--- src/assert_macros.svh ---
// Assertion macros used by the codec top level.
`ifndef ASSERT_MACROS_SVH
`define ASSERT_MACROS_SVH

// Same-cycle implication, checked on every clock edge outside reset.
`define ASSERT_IMPL(label, ante, cons, msg) \
  label: assert property (@(posedge clk_i) disable iff (!rst_ni) (ante) |-> (cons)) \
    else $error(msg);

// Next-cycle implication, checked on every clock edge outside reset.
`define ASSERT_NEXT(label, ante, cons, msg) \
  label: assert property (@(posedge clk_i) disable iff (!rst_ni) (ante) |=> (cons)) \
    else $error(msg);

`endif

--- src/bvc_pkg.sv ---
// Types and constants for the base-128 varint codec.
package bvc_pkg;

  localparam int unsigned ValueW = 64;
  localparam int unsigned ByteW  = 8;
  localparam int unsigned DigitW = 7;
  localparam int unsigned PosW   = 4;
  localparam int unsigned ShiftW = 6;

  localparam logic [DigitW-1:0] DigitMask = 7'h7f;
  localparam logic [PosW-1:0]   LastPos   = 4'd9;
  localparam logic [PosW-1:0]   LastCount = 4'd9;

  // Input mode codes.
  localparam logic ModeEncode = 1'b0;
  localparam logic ModeDecode = 1'b1;

  // Result kind codes.
  localparam logic KindByte  = 1'b0;
  localparam logic KindValue = 1'b1;

  // One classified word in the front-to-back queue. Decode words carry the
  // input byte in the low bits of payload.
  typedef struct packed {
    logic              is_decode;
    logic [ValueW-1:0] payload;
  } bvc_item_t;

  // Back-end status seen by the top level.
  typedef struct packed {
    logic enc_busy;
    logic advance;
    logic enc_stop;
    logic q_pop;
  } bvc_back_status_t;

endpackage

--- src/bvc_front.sv ---
// Front end: accepts input words, classifies them and queues them for the back end.
module bvc_front (
  input  logic                      clk_i,
  input  logic                      rst_ni,
  input  logic                      in_valid_i,
  output logic                      in_ready_o,
  input  logic                      mode_i,
  input  logic [63:0]               value_in_i,
  input  logic [7:0]                byte_in_i,
  output logic                      q_valid_o,
  input  logic                      q_ready_i,
  output bvc_pkg::bvc_item_t        q_item_o
);
  import bvc_pkg::*;

  bvc_item_t  mem_q [2];
  logic       wr_ptr_q, wr_ptr_d;
  logic       rd_ptr_q, rd_ptr_d;
  logic [1:0] count_q, count_d;
  logic       push, pop;
  bvc_item_t  item_in;

  assign in_ready_o = (count_q != 2'd2);
  assign q_valid_o  = (count_q != 2'd0);
  assign push       = in_valid_i && in_ready_o;
  assign pop        = q_valid_o && q_ready_i;

  always_comb begin
    item_in.is_decode = (mode_i == ModeDecode);
    item_in.payload   = (mode_i == ModeDecode) ? {{(ValueW-ByteW){1'b0}}, byte_in_i}
                                               : value_in_i;
  end

  always_comb begin
    wr_ptr_d = push ? ~wr_ptr_q : wr_ptr_q;
    rd_ptr_d = pop  ? ~rd_ptr_q : rd_ptr_q;
    count_d  = count_q;
    if (push && !pop) begin
      count_d = count_q + 2'd1;
    end else if (pop && !push) begin
      count_d = count_q - 2'd1;
    end
  end

  always_ff @(posedge clk_i or negedge rst_ni) begin
    if (!rst_ni) begin
      wr_ptr_q <= 1'b0;
      rd_ptr_q <= 1'b0;
      count_q  <= 2'd0;
    end else begin
      wr_ptr_q <= wr_ptr_d;
      rd_ptr_q <= rd_ptr_d;
      count_q  <= count_d;
    end
  end

  always_ff @(posedge clk_i) begin
    if (push) begin
      mem_q[wr_ptr_q] <= item_in;
    end
  end

  assign q_item_o = mem_q[rd_ptr_q];

endmodule

--- src/bvc_back.sv ---
// Back end: runs the encode byte emitter and the decode accumulator into an output register.
module bvc_back (
  input  logic                      clk_i,
  input  logic                      rst_ni,
  input  logic                      q_valid_i,
  output logic                      q_ready_o,
  input  bvc_pkg::bvc_item_t        q_item_i,
  output logic                      out_valid_o,
  input  logic                      out_ready_i,
  output logic                      kind_o,
  output logic [7:0]                byte_out_o,
  output logic [63:0]               value_out_o,
  output logic                      last_o,
  output bvc_pkg::bvc_back_status_t status_o
);
  import bvc_pkg::*;

  // encode state
  logic              enc_busy_q, enc_busy_d;
  logic [ValueW-1:0] n_q, n_d;
  logic [PosW-1:0]   cnt_q, cnt_d;
  // decode state
  logic [ValueW-1:0] sum_q, sum_d;
  logic [PosW-1:0]   pos_q, pos_d;
  // output register
  logic              out_valid_q, out_valid_d;
  logic              kind_q, kind_d;
  logic [ByteW-1:0]  byte_q, byte_d;
  logic [ValueW-1:0] value_q, value_d;
  logic              last_q, last_d;

  logic              advance;
  logic              q_pop;
  logic [ValueW-1:0] enc_src;
  logic [PosW-1:0]   cnt_src;
  logic              more;
  logic              enc_stop;
  logic [ValueW-1:0] n_next;
  logic [ByteW-1:0]  dec_byte;
  logic [PosW-1:0]   pos_c;
  logic [ShiftW-1:0] sh;
  logic [ByteW-1:0]  digit;
  logic [ValueW-1:0] sum_new;
  logic              dec_end;

  assign advance   = !out_valid_q || out_ready_i;
  assign q_ready_o = advance && !enc_busy_q;
  assign q_pop     = q_ready_o && q_valid_i;

  // byte emitter, shared by the first and the following bytes of an encoding
  assign enc_src  = enc_busy_q ? n_q : q_item_i.payload;
  assign cnt_src  = enc_busy_q ? cnt_q : '0;
  assign more     = |enc_src[ValueW-1:DigitW];
  assign enc_stop = !more || (cnt_src == LastCount);
  assign n_next   = (enc_src >> DigitW) - {{(ValueW-1){1'b0}}, 1'b1};

  // decode accumulator
  assign dec_byte = q_item_i.payload[ByteW-1:0];
  assign pos_c    = (pos_q > LastPos) ? LastPos : pos_q;
  assign sh       = ShiftW'(pos_c) * ShiftW'(DigitW);
  assign digit    = {1'b0, dec_byte[DigitW-1:0]} + {{(ByteW-1){1'b0}}, (pos_q != '0)};
  assign sum_new  = sum_q + ({{(ValueW-ByteW){1'b0}}, digit} << sh);
  assign dec_end  = !dec_byte[ByteW-1] || (pos_q >= LastPos);

  always_comb begin
    enc_busy_d  = enc_busy_q;
    n_d         = n_q;
    cnt_d       = cnt_q;
    sum_d       = sum_q;
    pos_d       = pos_q;
    out_valid_d = out_valid_q;
    kind_d      = kind_q;
    byte_d      = byte_q;
    value_d     = value_q;
    last_d      = last_q;
    if (advance) begin
      out_valid_d = 1'b0;
      if (enc_busy_q || (q_pop && !q_item_i.is_decode)) begin
        out_valid_d = 1'b1;
        kind_d      = KindByte;
        byte_d      = {more, enc_src[DigitW-1:0] & DigitMask};
        value_d     = '0;
        last_d      = !more;
        enc_busy_d  = !enc_stop;
        n_d         = n_next;
        cnt_d       = cnt_src + PosW'(1);
      end else if (q_pop) begin
        if (dec_end) begin
          out_valid_d = 1'b1;
          kind_d      = KindValue;
          byte_d      = '0;
          value_d     = sum_new;
          last_d      = 1'b1;
          sum_d       = '0;
          pos_d       = '0;
        end else begin
          sum_d = sum_new;
          pos_d = pos_q + PosW'(1);
        end
      end
    end
  end

  always_ff @(posedge clk_i or negedge rst_ni) begin
    if (!rst_ni) begin
      enc_busy_q  <= 1'b0;
      cnt_q       <= '0;
      sum_q       <= '0;
      pos_q       <= '0;
      out_valid_q <= 1'b0;
    end else begin
      enc_busy_q  <= enc_busy_d;
      cnt_q       <= cnt_d;
      sum_q       <= sum_d;
      pos_q       <= pos_d;
      out_valid_q <= out_valid_d;
    end
  end

  always_ff @(posedge clk_i) begin
    n_q     <= n_d;
    kind_q  <= kind_d;
    byte_q  <= byte_d;
    value_q <= value_d;
    last_q  <= last_d;
  end

  assign out_valid_o = out_valid_q;
  assign kind_o      = kind_q;
  assign byte_out_o  = byte_q;
  assign value_out_o = value_q;
  assign last_o      = last_q;

  always_comb begin
    status_o.enc_busy = enc_busy_q;
    status_o.advance  = advance;
    status_o.enc_stop = enc_stop;
    status_o.q_pop    = q_pop;
  end

endmodule

--- src/base128_varint_codec_unit.sv ---
// Top level of the bijective base-128 varint encoder/decoder.
`include "assert_macros.svh"

// Each input word is either an encode request (mode 0, 64-bit value_in) or one
// byte of an encoded stream to decode (mode 1, byte_in). Encoding a value
// produces 1 to 10 byte words, least significant digit first, bit 7 set on
// all but the last; the back end's byte emitter sends one byte per cycle while
// the output register can advance. Decoding takes one byte per cycle under the
// same condition and returns a single 64-bit value word (last set) once a byte
// below 128 or the tenth byte arrives; earlier bytes return nothing. An encode
// word between decode bytes leaves the pending decode untouched. A two-word
// queue sits between the input side and the back end, and results leave through
// an output register, so the queue takes input while a result waits, till full.
module base128_varint_codec_unit (
  input  logic        clk_i,
  input  logic        rst_ni,
  input  logic        in_valid_i,
  output logic        in_ready_o,
  input  logic        mode_i,
  input  logic [63:0] value_in_i,
  input  logic [7:0]  byte_in_i,
  output logic        out_valid_o,
  input  logic        out_ready_i,
  output logic        kind_o,
  output logic [7:0]  byte_out_o,
  output logic [63:0] value_out_o,
  output logic        last_o
);
  import bvc_pkg::*;

  logic             q_valid;
  logic             q_ready;
  bvc_item_t        q_item;
  bvc_back_status_t status;

  bvc_front u_front (
    .clk_i      (clk_i),
    .rst_ni     (rst_ni),
    .in_valid_i (in_valid_i),
    .in_ready_o (in_ready_o),
    .mode_i     (mode_i),
    .value_in_i (value_in_i),
    .byte_in_i  (byte_in_i),
    .q_valid_o  (q_valid),
    .q_ready_i  (q_ready),
    .q_item_o   (q_item)
  );

  bvc_back u_back (
    .clk_i       (clk_i),
    .rst_ni      (rst_ni),
    .q_valid_i   (q_valid),
    .q_ready_o   (q_ready),
    .q_item_i    (q_item),
    .out_valid_o (out_valid_o),
    .out_ready_i (out_ready_i),
    .kind_o      (kind_o),
    .byte_out_o  (byte_out_o),
    .value_out_o (value_out_o),
    .last_o      (last_o),
    .status_o    (status)
  );

  `ASSERT_IMPL(a_no_pop_while_encoding, status.enc_busy, !status.q_pop, "queue popped mid-encode")
  `ASSERT_NEXT(a_encode_continues, status.enc_busy && status.advance && !status.enc_stop, status.enc_busy, "encode ended early")
  `ASSERT_IMPL(a_value_is_last, out_valid_o && (kind_o == KindValue), last_o && (byte_out_o == '0), "bad value word")
  `ASSERT_IMPL(a_last_byte_final, out_valid_o && (kind_o == KindByte) && last_o, !byte_out_o[7], "last byte has continuation")

endmodule

--- config.mk ---
export PLATFORM = sky130hd
export DESIGN_NAME = base128_varint_codec_unit
export DESIGN_NICKNAME = d
export VERILOG_FILES = /design/src/bvc_pkg.sv /design/src/bvc_front.sv /design/src/bvc_back.sv /design/src/base128_varint_codec_unit.sv
export VERILOG_INCLUDE_DIRS = /design/src /design/src/src
export SDC_FILE = /design/constraint.sdc
export NUM_CORES = 1
export LEC_CHECK = 0
export BUFFER_PORTS_ARGS = -buffer_cell sky130_fd_sc_hd__buf_2
export CELL_PAD_IN_SITES_DETAIL_PLACEMENT = 0
export CELL_PAD_IN_SITES_GLOBAL_PLACEMENT = 1
export CORE_MARGIN = 2
export CORE_UTILIZATION = 44
export DETAILED_ROUTE_END_ITERATION = 12
export GPL_TIMING_DRIVEN = 0
export PLACE_DENSITY_LB_ADDON = 0.15
export SLEW_MARGIN = 30
export SYNTH_ARGS = -nofsm -noshare
export SYNTH_HDL_FRONTEND = slang
export SYNTH_SLANG_ARGS = --single-unit
--- constraint.sdc ---
create_clock -name clk_i -period 6.67 [get_ports clk_i]
set_input_delay 1.0005 -clock clk_i [delete_from_list [all_inputs] [get_ports clk_i]]
set_output_delay 1.0005 -clock clk_i [all_outputs]
set_load 0.005 [all_outputs]
==> out/results.ini <==
[cts]
cts_max_path_buffers = 3
cts.sinks = 340
cts_tree = yes
numCtsBuffers = 38
cts_root_buf = clkbuf_16
clk_pin_slew_worst_paths_ns = 0.06
insertion_delay_ns = 0.57
cts_max_level = 2
cts-hold-fix-buffers = 0

[cells_and_area]
final_layout_size_suffix_gt1_frac = 0.201
stdcell_count = 2619
final-seq-area_sq_um = 9820
stdcell_area_sq_um = 23000
syn2layout_area_growth_pct = 17.6
nNetsFinal = 2158
fillCellCount = 4026
diodes = 0
multiInputGateArea_sq_um = 9450

[power]
p_leak_nw = 9.40
power_density_nw_per_um2 = 550
peakVddDrop_mv = 0.323

[sta]
finalSetupViolCount = 0
finalCritPeriodShare = 0.958
fin_crit_ns = 6.39
finalMaxSlewViolations = 0
clock_skew_ns = 0.0254
holdWs_ns = 0.289
finalSetupTns_ns = 0
relSlewSlack = 0.382
hold_viol = 0
clock.fmax_mhz = 157
tightest_slew_ns = 0.928

[critical_path]
arrival_ns = 6.70
cp_common_cell = mux2_2
max_stage_delay_ns = 0.55
path_class = reg2reg
crit_path_max_fanout = 19
end_kind = flop
regToRegSetupSlack_ns = 0.28
setup.worst_path.start_class = flop
rr_worst_depth = 28
cp_data_required_time_ns = 6.98
r2r_end = u_back.value_out_o[46]
critPathSlowestCell = or4_1
worstReg2RegStart = u_front.rd_ptr_q

[floorplanning]
die_w_um = 215
floorplan.initialDensity = 0.444
core-area_sq_um = 44000
die_area_sq_um = 46100
std_cell_rows = 77
io_pins = 153
fp.dieH_um = 215

[place]
dp_hpwl_um = 37500
dpl_cell_area_sq_um = 21200
dp_cells = 2538
place_congestion = 0.889
io_buffers = 152

[synth]
synth_ff_type = edfxtp_1
post-synth-top-area-cell = edfxtp_1
synthDistinctLibCells = 93
synthTopCellsByArea = edfxtp_1 40%, dfrtp_1 10%, ha_1 4.9%, nor2_1 3.2%, xnor2_1 3.2%
synth_top_area_share = 0.403
synth_area_sq_um = 19500
syn_avg_cell_area_sq_um = 10.9
synth-seq-area-share = 0.503
syn-num-nets = 1944
ys_ff_latch = 340
synth_edf_count = 262
synth-warning-count = 0
syn_inst = 1787
async_flop_share = 0.229

[route]
wl_per_cell_um = 19.2
highest_layer = met4
wl_met2_um = 25200
num_vias = 14100
drc = 0
finalWirelength_um = 50300
ant_nets = 0
routed_via_density = 5.39
met3_length_um = 1880
drtPass1Iterations = 5
drt-met1-wl_um = 21700
drt-initial-drc-count = 844

[grt]
gr-usage-all-layers = 0.217
grt_max_degree = 56
grt_pass1_wl_um = 78000
overflow = 0
grt_pass1_vias = 14000
antenna_found_initial = 0

[min_path]
hold_class = in2async

[job]
maxCapViolations = 0

[run_status]
status = finished clean

==> per-layer routing <==
metal	global-route usage	vias up
met2	0.379	299
met1	0.276	6790
met3	0.0265	83
met4	0.0796	0
li1	-	6941
met5	0	-
==> placed cells by master (no fill, tap or decap), types with 16 or more instances in the layout <==
cell and n:
nand3_1 41, clkbuf_1 57, nor2_1 165, dfrtp_1 77, clkbuf_16 38, a21o_1 39
buf_4 23, o21bai_1 16, ha_1 73, nor2b_1 63, mux2i_1 60, xnor2_1 67
edfxtp_1 262, a21oi_1 92, o21ai_0 70, nand4_1 33, nand2_1 134, xor2_1 57
inv_1 45, a22o_1 57, nor3_1 17, and2_1 65, buf_2 167, mux2_2 48
==> Yosys cell counts, types with 4 or more instances <==
library cell / n
a211oi_1: 9
a21o_1: 39
a21oi_1: 103
a22o_1: 57
a31oi_1: 7
and2_1: 65
and3_1: 7
buf_2: 17
buf_6: 5
clkbuf_1: 61
dfrtp_1: 78
edfxtp_1: 262
fa_1: 4
ha_1: 76
inv_1: 46
mux2_2: 50
mux2i_1: 61
nand2_1: 135
nand2b_1: 11
nand3_1: 42
nand4_1: 33
nor2_1: 169
nor2b_1: 64
nor3_1: 20
nor4_1: 6
o211ai_1: 7
o21a_1: 10
o21ai_0: 73
o21bai_1: 16
o22a_1: 4
o22ai_1: 6
o31ai_1: 7
or2_2: 7
or3_1: 10
xnor2_1: 71
xor2_1: 58
==> how the worst max path moves through the flow <==
stage / startpoint / end / slack (ns)
5_1_grt: u_back.pos_q[1] / u_back.value_out_o[63] / -0.01
4_1_cts: u_front.rd_ptr_q / u_back.value_out_o[48] / 0.007
2_1_floorplan: u_back.pos_q[0] / u_back.value_out_o[46] / 0.47
6_report: u_front.rd_ptr_q / u_back.value_out_o[46] / 0.28
3_5_place_dp: u_front.rd_ptr_q / u_back.value_out_o[62] / -1.56
3_3_place_gp: u_front.rd_ptr_q / u_back.value_out_o[62] / -1.79
==> report_power, final <==
group          switching, mW  leakage, nW  internal (mW)  total [mW]
Clock                  0.873        0.567           1.15        2.02
Combinational           4.35         5.25           2.59        6.94
Sequential             0.289         3.58           3.39        3.68
==> state kept, by name (all words and copies together) (netlist names) <==
signal,cells
u_back.last_o,1
u_back.n_q,58
u_back.byte_out_o,8
u_front.rd_ptr_q,1
u_back.sum_q,64
u_back.cnt_q,4
u_back.kind_o,1
u_front.mem_q,130
u_back.enc_busy_q,1
u_front.count_q,2
u_front.wr_ptr_q,1
u_back.out_valid_o,1
u_back.value_out_o,64
u_back.pos_q,4
==> layout make-up <==
class	instances	share of cell area
flip-flops and latches	340	0.427
clock inverters	19	0.00817
clock buffers	47	0.0433
well taps	592	0.0322
repair buffers	182	0.0494
inverters	48	0.00795
multi-input cells	1308	0.411
plain buffers	83	0.0202
==> worst max-delay path: cells and delay by family (launching register included) <==
kind / cells / cell delay [ns]
compound gates: 7 / 1.30
mux: 3 / 1.00
simple gates: 7 / 1.42
buf+inv: 6 / 0.96
flops: 1 / 0.34
xor+xnor: 2 / 0.30
fa+ha+maj: 3 / 0.75
==> repair_timing <==
item	CTS	global route
pin swaps	6	9
gates resized for setup	43	40
buffers inserted	13	10
endpoints found under the setup margin	97	48
==> cells by family (layout without fill, tap and decap cells) <==
| kind of cell | Yosys count | in the layout | synth area share |
|---|---|---|---|
| AOI/OAI and AO/OA | 387 | 387 | 0.133 |
| xor gates and xnor gates | 130 | 130 | 0.0587 |
| adders and majority gates | 80 | 80 | 0.0528 |
| buffers and inverters | 139 | 379 | 0.0331 |
| DFF | 340 | 340 | 0.503 |
| muxes | 117 | 117 | 0.0656 |
| and+or+nand+nor | 594 | 594 | 0.154 |
==> per-stage QoR <==
stage / utilization / power [mW] / setup slack (ns)
global route: 0.522 / 13.5 / -0.0125
finish: 0.522 / 12.6 / 0.282
CTS: 0.517 / 12.5 / 0.00741
detailed placement: 0.483 / 10.1 / -1.56
global placement: 0.478 / 10.0 / -1.79
floorplan: - / 8.00 / 0.467
Power figures use the tool's default switching activity.
